===== src/rtl/code128_set_b_symbol_encoder_defines.svh =====
// ---------------------------------------------------------------------------
// Code 128 set B encoder assertion macros
// Concurrent checks on the encoder clock and reset, removable at compile time.
// ---------------------------------------------------------------------------
`ifndef CODE128_SET_B_SYMBOL_ENCODER_DEFINES_SVH
`define CODE128_SET_B_SYMBOL_ENCODER_DEFINES_SVH

`ifndef NO_ASSERTIONS
`define C128B_ASSERT(name, cond, msg) \
  name: assert property (@(posedge clk_i) disable iff (!rst_ni) (cond)) else $error(msg);
`define C128B_ASSERT_IMPL(name, ante, cons, msg) \
  name: assert property (@(posedge clk_i) disable iff (!rst_ni) (ante) |-> (cons)) \
    else $error(msg);
`else
`define C128B_ASSERT(name, cond, msg)
`define C128B_ASSERT_IMPL(name, ante, cons, msg)
`endif

`endif


===== src/rtl/c128b_pkg.sv =====
// ---------------------------------------------------------------------------
// Code 128 set B encoder package
// Symbol constants, element width table and beat packing.
// ---------------------------------------------------------------------------
package c128b_pkg;

  localparam logic [6:0]  SYM_MOD     = 7'd103;
  localparam logic [6:0]  SYM_START_B = 7'd104;
  localparam logic [6:0]  SYM_STOP    = 7'd106;
  localparam logic [6:0]  WEIGHT_MAX  = 7'd102;
  localparam logic [7:0]  CHAR_LOW    = 8'h20;
  localparam logic [7:0]  CHAR_HIGH   = 8'h7E;
  localparam logic [23:0] STOP_PAT    = 24'h233111;
  localparam logic [1:0]  STOP_W7     = 2'd2;
  localparam logic [13:0] MOD_RECIP   = 14'd10181;  // ceil(2^20 / 103)
  localparam int          RECIP_SHIFT = 20;
  localparam int          NUM_SYMS    = 106;

  typedef enum logic [1:0] {
    PH_DATA,
    PH_CHK,
    PH_STOP
  } phase_e;

  // Element widths, one hex digit per element, bar first.
  localparam logic [23:0] SYM_PAT [NUM_SYMS] = '{
    24'h212222, 24'h222122, 24'h222221, 24'h121223, 24'h121322,
    24'h131222, 24'h122213, 24'h122312, 24'h132212, 24'h221213,
    24'h221312, 24'h231212, 24'h112232, 24'h122132, 24'h122231,
    24'h113222, 24'h123122, 24'h123221, 24'h223211, 24'h221132,
    24'h221231, 24'h213212, 24'h223112, 24'h312131, 24'h311222,
    24'h321122, 24'h321221, 24'h312212, 24'h322112, 24'h322211,
    24'h212123, 24'h212321, 24'h232121, 24'h111323, 24'h131123,
    24'h131321, 24'h112313, 24'h132113, 24'h132311, 24'h211313,
    24'h231113, 24'h231311, 24'h112133, 24'h112331, 24'h132131,
    24'h113123, 24'h113321, 24'h133121, 24'h313121, 24'h211331,
    24'h231131, 24'h213113, 24'h213311, 24'h213131, 24'h311123,
    24'h311321, 24'h331121, 24'h312113, 24'h312311, 24'h332111,
    24'h314111, 24'h221411, 24'h431111, 24'h111224, 24'h111422,
    24'h121124, 24'h121421, 24'h141122, 24'h141221, 24'h112214,
    24'h112412, 24'h122114, 24'h122411, 24'h142112, 24'h142211,
    24'h241211, 24'h221114, 24'h413111, 24'h241112, 24'h134111,
    24'h111242, 24'h121142, 24'h121241, 24'h114212, 24'h124112,
    24'h124211, 24'h411212, 24'h421112, 24'h421211, 24'h212141,
    24'h214121, 24'h412121, 24'h111143, 24'h111341, 24'h131141,
    24'h114113, 24'h114311, 24'h411113, 24'h411311, 24'h113141,
    24'h114131, 24'h311141, 24'h411131, 24'h211412, 24'h211214,
    24'h211232
  };

  function automatic logic [31:0] make_symbol(input logic [6:0] value);
    logic [23:0] pat;
    logic [1:0]  w7;
    pat = '0;
    w7  = '0;
    if (value == SYM_STOP) begin
      pat = STOP_PAT;
      w7  = STOP_W7;
    end else if (value < 7'(NUM_SYMS)) begin
      pat = SYM_PAT[value];
    end
    return {5'd0, w7, pat[2:0], pat[6:4], pat[10:8], pat[14:12],
            pat[18:16], pat[22:20], value};
  endfunction

endpackage


===== src/rtl/code128_set_b_symbol_encoder.sv =====
// ---------------------------------------------------------------------------
// Code 128 set B symbol encoder
// Turns text bytes into start, data, checksum and stop symbols with their
// element widths; reports an invalid byte once and drops the rest of the text.
// ---------------------------------------------------------------------------
//  channel  dir  tdata                              tuser    tlast
//  s_axis   in   char_code[7:0]                     -        last_char
//  m_axis   out  symbol_value, width_1..7 (32 bit)  status   last_symbol
//
//  A data byte yields its symbol; the first byte of a text is preceded by
//  the start symbol. The last byte adds the checksum and stop symbols, and the
//  checksum waits for the three-stage modulo-103 product pipeline to drain.
//  Asynchronous active-low reset, no clearing pass.
//  A stalled output holds one beat while one more byte waits in the input reg.
// ---------------------------------------------------------------------------
`include "code128_set_b_symbol_encoder_defines.svh"

module code128_set_b_symbol_encoder (
  input  logic        clk_i,
  input  logic        rst_ni,
  input  logic        s_axis_tvalid,
  output logic        s_axis_tready,
  input  logic [7:0]  s_axis_tdata,   // [7:0] char_code
  input  logic        s_axis_tlast,
  output logic        m_axis_tvalid,
  input  logic        m_axis_tready,
  output logic [31:0] m_axis_tdata,   // [6:0] symbol_value, [9:7] width_1,
                                      // [12:10] width_2, [15:13] width_3,
                                      // [18:16] width_4, [21:19] width_5,
                                      // [24:22] width_6, [26:25] width_7
  output logic        m_axis_tuser,   // [0] status
  output logic        m_axis_tlast
);
  import c128b_pkg::*;

  logic        it_valid_q, it_valid_d;
  logic [7:0]  it_char_q;
  logic        it_last_q;
  phase_e      ph_q, ph_d;
  logic        in_progress_q, in_progress_d;
  logic        discarding_q, discarding_d;
  logic [6:0]  sum_q, sum_d;
  logic [6:0]  weight_q, weight_d;

  logic        m_valid_q, m_valid_d;
  logic [31:0] m_data_q, m_data_d;
  logic        m_user_q, m_user_d;
  logic        m_last_q, m_last_d;

  logic        pv1_q, pv2_q, pv3_q;
  logic [13:0] p1_q, p2_q;
  logic [6:0]  q2_q, pm3_q;
  logic [27:0] recip_prod;
  logic [13:0] q_times_mod;
  logic [13:0] rem14;
  logic [7:0]  sum_add;
  logic [6:0]  sum_acc;

  logic        out_free, emit, item_done, launch, kill, pipe_busy, bad_char;
  logic [6:0]  char_val;

  assign out_free  = !m_valid_q || m_axis_tready;
  assign pipe_busy = pv1_q || pv2_q || pv3_q;
  assign bad_char  = (it_char_q < CHAR_LOW) || (it_char_q > CHAR_HIGH);
  assign char_val  = 7'(it_char_q - CHAR_LOW);

  assign recip_prod  = 28'(p1_q) * 28'(MOD_RECIP);
  assign q_times_mod = 14'(q2_q) * 14'(SYM_MOD);
  assign rem14       = p2_q - q_times_mod;
  assign sum_add     = {1'b0, sum_q} + {1'b0, pm3_q};
  assign sum_acc     = (sum_add >= {1'b0, SYM_MOD}) ? 7'(sum_add - {1'b0, SYM_MOD})
                                                    : sum_add[6:0];

  always_comb begin
    ph_d          = ph_q;
    in_progress_d = in_progress_q;
    discarding_d  = discarding_q;
    sum_d         = pv3_q ? sum_acc : sum_q;
    weight_d      = weight_q;
    emit          = 1'b0;
    item_done     = 1'b0;
    launch        = 1'b0;
    kill          = 1'b0;
    m_data_d      = m_data_q;
    m_user_d      = m_user_q;
    m_last_d      = m_last_q;
    if (it_valid_q) begin
      if (discarding_q) begin
        item_done = 1'b1;
        if (it_last_q) begin
          discarding_d  = 1'b0;
          in_progress_d = 1'b0;
        end
      end else begin
        case (ph_q)
          PH_DATA: begin
            if (out_free) begin
              emit     = 1'b1;
              m_user_d = 1'b0;
              m_last_d = 1'b0;
              if (!in_progress_q) begin
                m_data_d      = make_symbol(SYM_START_B);
                in_progress_d = 1'b1;
                sum_d         = 7'd1;
                weight_d      = 7'd1;
                kill          = 1'b1;
              end else if (bad_char) begin
                m_data_d      = '0;
                m_user_d      = 1'b1;
                m_last_d      = 1'b1;
                in_progress_d = 1'b0;
                discarding_d  = !it_last_q;
                item_done     = 1'b1;
              end else begin
                m_data_d = make_symbol(char_val);
                launch   = 1'b1;
                weight_d = (weight_q == WEIGHT_MAX) ? 7'd0 : 7'(weight_q + 7'd1);
                if (it_last_q) begin
                  ph_d = PH_CHK;
                end else begin
                  item_done = 1'b1;
                end
              end
            end
          end
          PH_CHK: begin
            if (out_free && !pipe_busy) begin
              emit     = 1'b1;
              m_data_d = make_symbol(sum_q);
              m_user_d = 1'b0;
              m_last_d = 1'b0;
              ph_d     = PH_STOP;
            end
          end
          PH_STOP: begin
            if (out_free) begin
              emit          = 1'b1;
              m_data_d      = make_symbol(SYM_STOP);
              m_user_d      = 1'b0;
              m_last_d      = 1'b1;
              in_progress_d = 1'b0;
              sum_d         = '0;
              weight_d      = '0;
              item_done     = 1'b1;
            end
          end
          default: begin
            ph_d = PH_DATA;
          end
        endcase
      end
    end
    if (item_done) begin
      ph_d = PH_DATA;
    end
  end

  assign s_axis_tready = !it_valid_q || item_done;
  assign it_valid_d    = (s_axis_tvalid && s_axis_tready) || (it_valid_q && !item_done);
  assign m_valid_d     = emit || (m_valid_q && !m_axis_tready);

  always_ff @(posedge clk_i or negedge rst_ni) begin
    if (!rst_ni) begin
      it_valid_q    <= 1'b0;
      ph_q          <= PH_DATA;
      in_progress_q <= 1'b0;
      discarding_q  <= 1'b0;
      sum_q         <= '0;
      weight_q      <= '0;
      m_valid_q     <= 1'b0;
      pv1_q         <= 1'b0;
      pv2_q         <= 1'b0;
      pv3_q         <= 1'b0;
    end else begin
      it_valid_q    <= it_valid_d;
      ph_q          <= ph_d;
      in_progress_q <= in_progress_d;
      discarding_q  <= discarding_d;
      sum_q         <= sum_d;
      weight_q      <= weight_d;
      m_valid_q     <= m_valid_d;
      pv1_q         <= launch;
      pv2_q         <= pv1_q && !kill;
      pv3_q         <= pv2_q && !kill;
    end
  end

  always_ff @(posedge clk_i) begin
    if (s_axis_tvalid && s_axis_tready) begin
      it_char_q <= s_axis_tdata;
      it_last_q <= s_axis_tlast;
    end
    if (emit) begin
      m_data_q <= m_data_d;
      m_user_q <= m_user_d;
      m_last_q <= m_last_d;
    end
    if (launch) begin
      p1_q <= 14'(weight_q) * 14'(char_val);
    end
    p2_q  <= p1_q;
    q2_q  <= recip_prod[RECIP_SHIFT +: 7];
    pm3_q <= rem14[6:0];
  end

  assign m_axis_tvalid = m_valid_q;
  assign m_axis_tdata  = m_data_q;
  assign m_axis_tuser  = m_user_q;
  assign m_axis_tlast  = m_last_q;

  `C128B_ASSERT(a_sum_reduced, sum_q < SYM_MOD, "checksum residue out of range")
  `C128B_ASSERT(a_weight_reduced, weight_q < SYM_MOD, "weight residue out of range")
  `C128B_ASSERT_IMPL(a_chk_drained, emit && ph_q == PH_CHK, !pipe_busy,
                     "checksum sent before product pipeline drained")
  `C128B_ASSERT_IMPL(a_discard_idle, discarding_q, !in_progress_q,
                     "discarding while a text is in progress")

endmodule

===== config.mk =====
export PLATFORM = sky130hd
export DESIGN_NAME = code128_set_b_symbol_encoder
export DESIGN_NICKNAME = d
export VERILOG_FILES = /design/src/rtl/c128b_pkg.sv /design/src/rtl/code128_set_b_symbol_encoder.sv
export VERILOG_INCLUDE_DIRS = /design/src /design/src/rtl
export SDC_FILE = /design/constraint.sdc
export NUM_CORES = 1
export LEC_CHECK = 0
export BUFFER_PORTS_ARGS = -buffer_cell sky130_fd_sc_hd__buf_4
export CAP_MARGIN = 30
export CORE_MARGIN = 4
export CORE_UTILIZATION = 50
export DETAILED_ROUTE_END_ITERATION = 10
export GPL_TIMING_DRIVEN = 0
export PLACE_DENSITY = 0.67
export SYNTH_ARGS = -nofsm -noshare
export SYNTH_HDL_FRONTEND = slang
export SYNTH_SLANG_ARGS = --single-unit

===== constraint.sdc =====
create_clock -name clk_i -period 7.85 [get_ports clk_i]
set_input_delay 2.355 -clock clk_i [delete_from_list [all_inputs] [get_ports clk_i]]
set_output_delay 2.355 -clock clk_i [all_outputs]
set_load 0.05 [all_outputs]

# --- Word level (Yosys, flattened, before mapping) ---
# Memories as Yosys holds them, arrays and structs flattened.
# Index checks and enable logic that the tools add are counted.
op_classes:
  addsub: 5
  mul: 3
  magnitude_cmp: 7
  n_eq_ne: 19
  muxes: 80
  bitwise: 3
  reduce_logical: 30
op_table:
  columns: ["op", "count"]
  rows:
  - ["2-to-1 mux 23 bit", 8]
  - ["2-to-1 mux 32 bit", 3]
  - ["one-hot mux 32 bit (3 select lines)", 1]
  - ["2-to-1 mux 7 bit", 12]
  - ["2-to-1 mux 27 bit", 2]
  - ["2-to-1 mux 1 bit", 36]
  - ["one-hot mux 7 bit (2 select lines)", 2]
  - ["multiplier 14 x 14 -> 27 bit (second input constant)", 1]
  - ["!= test 3 bit (second input constant)", 8]
  - ["equality test 7 bit (second input constant)", 3]
  - ["2-to-1 mux 2 bit", 10]
  - [">= comparator 8 bit (second input constant)", 2]
  - ["NOT 7 -> 8 bit", 2]
  - ["< comparator 7 bit (second input constant)", 2]
  - ["multiplier 7 x 7 -> 14 bit", 1]
  - ["!= test 2 bit (second input constant)", 5]
  - ["adder 7 x 7 -> 8 bit", 1]
  - [">= comparator 8 x 7 -> 1 bit (second input constant)", 1]
  - ["> comparator 8 x 7 -> 1 bit (second input constant)", 1]
  - ["< comparator 8 x 6 -> 1 bit (second input constant)", 1]
  - ["AND reduction 8 bit", 1]
  - ["adder 7 x 1 -> 7 bit (second input constant)", 1]
  - ["zero test 1 bit", 7]
  - ["logical OR 1 bit", 7]
  - ["19 further kinds", 29]
totals:
  ff_bits: 101
  romBits: 6144
  out_inout_bits: 36
  wordCells: 168
  mem_count: 2
memory_table:
  columns: ["name", "depth", "width", "rd", "rd_ports_with_merged_regs", "wr", "line_no", "source"]
  rows:
  - ["(no name shown)", 128, 24, 1, 0, 0, "c128b_pkg.sv:60", "pat = SYM_PAT[value];"]
  - ["(no name shown)", 128, 24, 1, 0, 0, "c128b_pkg.sv:60", null]

# --- Depth between registers and ports, before layout ---
depth:
  depth_word: 11
  depth_mapped: 21
  depth_no_buf: 18

# --- Worst setup path before layout ---
# OpenSTA, ideal clock, no wires.
synth_timing:
  kind: "input to register"
  start: "input m_axis_tready"
  end: "register m_data_q[0] (netlist: m_axis_tdata[0]) (enable)"
  setup_time_ns: 0.484
  t_arrival_ns: 5.456
  required_ns: 7.366
  path_slack_ns: 1.910
  stages: 3
  path_buffers: 0
  cell_sequence: "nand2b_1 -> a21boi_0 -> nor4_1"
synth_via:
  elab_chain_cells: 7
synth_rtl:
  columns: ["element", "line_no", "source"]
  rows:
  - ["start, declared", "code128_set_b_symbol_encoder.sv:26", "input logic m_axis_tready,"]
  - ["logical OR 1 bit (*)", "code128_set_b_symbol_encoder.sv:62", "assign out_free = !m_valid_q || m_axis_tready;"]
  - ["logical AND 1 bit", "code128_set_b_symbol_encoder.sv:127", "if (out_free && !pipe_busy) begin"]
  - ["2-to-1 mux 1 bit", "code128_set_b_symbol_encoder.sv:127", null]
  - ["one-hot mux 1 bit (2 select lines)", "code128_set_b_symbol_encoder.sv:95", "case (ph_q)"]
  - ["2-to-1 mux 1 bit", "code128_set_b_symbol_encoder.sv:88", "if (discarding_q) begin"]
  - ["2-to-1 mux 1 bit", "code128_set_b_symbol_encoder.sv:87", "if (it_valid_q) begin"]
  - ["AND reduction 7 bit (no line) (*)", null, null]
  - ["end signal, assigned", "code128_set_b_symbol_encoder.sv:194", "m_data_q <= m_data_d;"]
  - ["end, declared", "code128_set_b_symbol_encoder.sv:46", "logic [31:0] m_data_q, m_data_d;"]
# Every way passes the cells marked *; elsewhere a longest branch is shown, timed or not.
# A chain may end at the register's enable or synchronous reset.

# --- Final worst setup path ---
layout_timing:
  start: "register it_char_q[5]"
  end: "register p1_q[12] (data pin)"
layout_via:
  elab_chain_cells: 2
layout_rtl:
  columns: ["element", "line_no", "source"]
  rows:
  - ["start, declared", "code128_set_b_symbol_encoder.sv:37", "logic [7:0] it_char_q;"]
  - ["start signal, assigned", "code128_set_b_symbol_encoder.sv:190", "it_char_q <= s_axis_tdata;"]
  - ["subtractor 7 x 6 -> 7 bit", "code128_set_b_symbol_encoder.sv:65", "assign char_val = 7'(it_char_q - CHAR_LOW);"]
  - ["multiplier 7 x 7 -> 14 bit", "code128_set_b_symbol_encoder.sv:199", "p1_q <= 14'(weight_q) * 14'(char_val);"]
  - ["end signal, assigned", "code128_set_b_symbol_encoder.sv:199", null]
  - ["end, declared", "code128_set_b_symbol_encoder.sv:51", "logic [13:0] p1_q, p2_q;"]
# No other way between the ends.

==> metrics.md <==
| Metric | Value |
|---|---|
| 1st-pass router iterations | 5 |
| Overflow after GRT | 0 |
| Clock Skews | 9.74 ps |
| Vias per cell | 6.28 |
| Chip width | 172 um |
| Sink Count | 95 |
| Hold Crit Endpoint | pv2_q |
| CP Data Arrival Time | 7130 ps |
| Global-route wire length before repair | 70300 um |
| ANT cells | 0 |
| Number of global-route vias before repair | 12398 |
| Worst r2r src | it_char_q[5] |
| Unrepaired setup endpoints after global routing | false |
| Area delta synth->final | 8.35% |
| Worst-skew pair later-pin latency | 360 ps |
| Post-Layout Cell Count | 1977 |
| Post-synth top area share | 0.165 |
| Starting DRC count in detailed routing | 1387 |
| Fillers | 2455 |
| Post-synth top area cell | ha_1 |
| Worst Path Max Fanout | 10 |
| FF+latch count, synth | 95 |
| Synth Instances | 1575 |
| Gpl congestion | 1.03 |
| Die height | 172 um |
| Tightest Pin Transition | 895 ps |
| Final Slew Violations | 0 |
| Worst EP required | 8070 ps |
| Hold Startpoint | pv1_q |
| Fin crit period | 6920 ps |
| Io pins | 49 |
| EDFF count, synth | 51 |
| GRT Total Usage | 0.307 |
| HP Class | flip-flop to flip-flop |
| Distinct cells, synth | 91 |
| Post-CTS Hold Buffers | 0 |
| Max frequency | 145 MHz |
| Synth Area per Inst | 8.50 sq um |
| Core area | 26200 sq um |
| Critical path class | flip-flop to flip-flop |
| Layout cell share with drive strength beyond 1 | 0.0859 |
| Final hold violations | 0 |
| Pin count of the biggest net entering global routing | 24 |
| Starting density of the core | 0.511 |
| Final core occ | 0.553 |
| Post-cts sizing count | 0 |
| Ys flop type | edfxtp_1 |
| Routed WL per cell | 22.6 um |
| Total CTS buffers | 9 |
| Buffers added on ports | 42 |
| Area contributors post-synth | ha_1, fa_1, edfxtp_1 |
| TNS Setup | 0 ps |
| Final setup fails | 0 |
| Critical path startpoint category | flip-flop |
| Cell total after placement | 1961 |
| CTS clk-pin slew, worst paths | 70 ps |
| Clock Tree Buf Depth | 2 |
| Status | finished, final reports clean |
| R2R cell count | 20 |
| Nets@finish | 1919 |
| CTS tree | built |
| Cell Area, Synth | 13400 sq um |
| MaxCap Viol Count | 0 |
| H-tree Lvls | 3 |
| Rel. slew slack | 0.399 |
| Detail Placement HPWL | 34500 um |
| Number of vias in the routed layout | 12413 |
| Setup crit end kind | flip-flop |
| Final period util | 0.881 |
| Reg2Reg Capture Point | p1_q[12] |
| Yosys warning count | 0 |
| Sequential area share after synthesis | 0.189 |
| Reg2reg setup slack | 930 ps |
| Final WL | 44600 um |
| Setup Fix Bufs, Post-CTS | 0 |
| Worst Hold Depth | 1 |
| Initial antenna violation count | 0 |
| Post-synthesis async set-or-reset flop share | 0.242 |
| Num rows | 59 |
| DR DRC count | 0 |
| Routed Antenna Nets | 0 |
| CTS Root Cell | clkbuf_16 |
| Die area | 29500 sq um |
kinds of logic after synthesis:
family | Yosys count | synth area share
buffers and inverters | 268 | 0.0819
other | 1 | 0.000280
adder cells (fa/ha/maj) | 269 | 0.303
XOR/XNOR | 42 | 0.0275
multiplexers | 18 | 0.0221
flip-flops | 95 | 0.189
AND/OR/NAND/NOR | 433 | 0.156
AO/OA/AOI/OAI | 449 | 0.220
worst max-delay path, cell delays in order, from the launching register on:
cell and delay (ps):
edfxtp_1 430, buf_6 180, inv_2 250, buf_1 610, ha_1 350, clkbuf_1 260
inv_1 240, clkbuf_1 560, nand2_1 180, fa_1 540, fa_1 520, fa_1 550
inv_1 60, fa_1 490, ha_1 350, inv_1 90, o21bai_1 80, a21oi_1 230
o21ai_0 190, or4b_1 500, nand3_1 120
cell type report:
type / instances / area (sq um) / share of cell area
multi-input cells: 1217 / 9790 / 0.675
inverters: 159 / 597 / 0.0411
clock buffers: 9 / 225 / 0.0155
plain buffers: 109 / 499 / 0.0344
repair buffers: 46 / 353 / 0.0243
clock inverters: 7 / 90.1 / 0.00621
flip-flops and latches: 95 / 2530 / 0.174
well taps: 335 / 419 / 0.0289
worst max path at each step:
| stage | start | to | slack [ps] | depth (start not counted) |
|---|---|---|---|---|
| 3_3_place_gp | m_axis_tready | m_axis_tdata[20] | 660 | 4 |
| 3_5_place_dp | it_char_q[5] | p1_q[12] | 1080 | 20 |
| 5_1_grt | it_char_q[5] | p1_q[12] | 730 | 20 |
| 2_1_floorplan | m_axis_tready | m_axis_tdata[0] | 1910 | 3 |
| 6_report | it_char_q[5] | p1_q[12] | 930 | 20 |
| 4_1_cts | it_char_q[5] | p1_q[12] | 1060 | 20 |
cells in the mapped netlist (10+ instances only):
master    number
nor2_1       113
o211ai_1      23
nand2_1      124
a31oi_1       23
buf_2         27
a21oi_1      118
nor3_1        31
nand2b_1      30
o21a_1        10
ha_1         177
nand3_1       23
a221oi_1      10
xor2_1        12
dfxtp_1       21
o31ai_1       12
buf_1         10
nor2b_1       30
xnor2_1       30
o21ai_0       92
dfrtp_1       23
and2_1        28
o22ai_1       14
clkbuf_1      60
a211oi_1      26
inv_1        154
fa_1          92
edfxtp_1      51
a21o_1        19
stage by stage:
stage | setup WS [ps] | area (sq um) | hold WS, ps
finish | 933 | 14500 | 483
global route | 732 | 14500 | 507
global placement | 656 | 14100 | 460
floorplan | 1910 | 13400 | 455
detailed placement | 1080 | 14200 | 468
CTS | 1060 | 14500 | 485
registers in the layout (all words and copies together), names as in the netlist:
name	flops
pv3_q	1
p2_q	7
q2_q	7
it_valid_q	1
in_progress_q	1
ph_q	2
m_axis_tlast	1
m_axis_tuser	1
discarding_q	1
weight_q	7
pv1_q	1
sum_q	7
m_axis_tdata	26
pv2_q	1
pm3_q	7
p1_q	14
it_last_q	1
m_axis_tvalid	1
it_char_q	8
metal layers:
| layer | vias to the layer above | GRT usage | part of all wire | routed length [um] |
|---|---|---|---|---|
| met2 | 647 | 0.480 | 0.44 | 19500 |
| met3 | 167 | 0.0584 | 0.088 | 3920 |
| met1 | 5918 | 0.418 | 0.42 | 18900 |
| met5 | - | 0 | 0 | 0 |
| li1 | 5681 | - | - | - |
| met4 | 0 | 0.129 | 0.050 | 2230 |
layout by cell type, fill, tap and decap left out, types with 27 or more instances in the layout:
master | netlist | final
nand2_1 | 124 | 124
nor2b_1 | 30 | 30
nor3_1 | 31 | 30
ha_1 | 177 | 177
inv_1 | 154 | 154
buf_2 | 27 | 27
edfxtp_1 | 51 | 51
nand2b_1 | 30 | 30
clkbuf_1 | 60 | 60
xnor2_1 | 30 | 30
fa_1 | 92 | 92
a21oi_1 | 118 | 118
buf_4 | 9 | 53
o21ai_0 | 92 | 92
and2_1 | 28 | 28
nor2_1 | 113 | 113
Power is left out: the tool's default activity adds up to more than one toggle a clock period on the data nets, which glitch-free logic cannot reach.
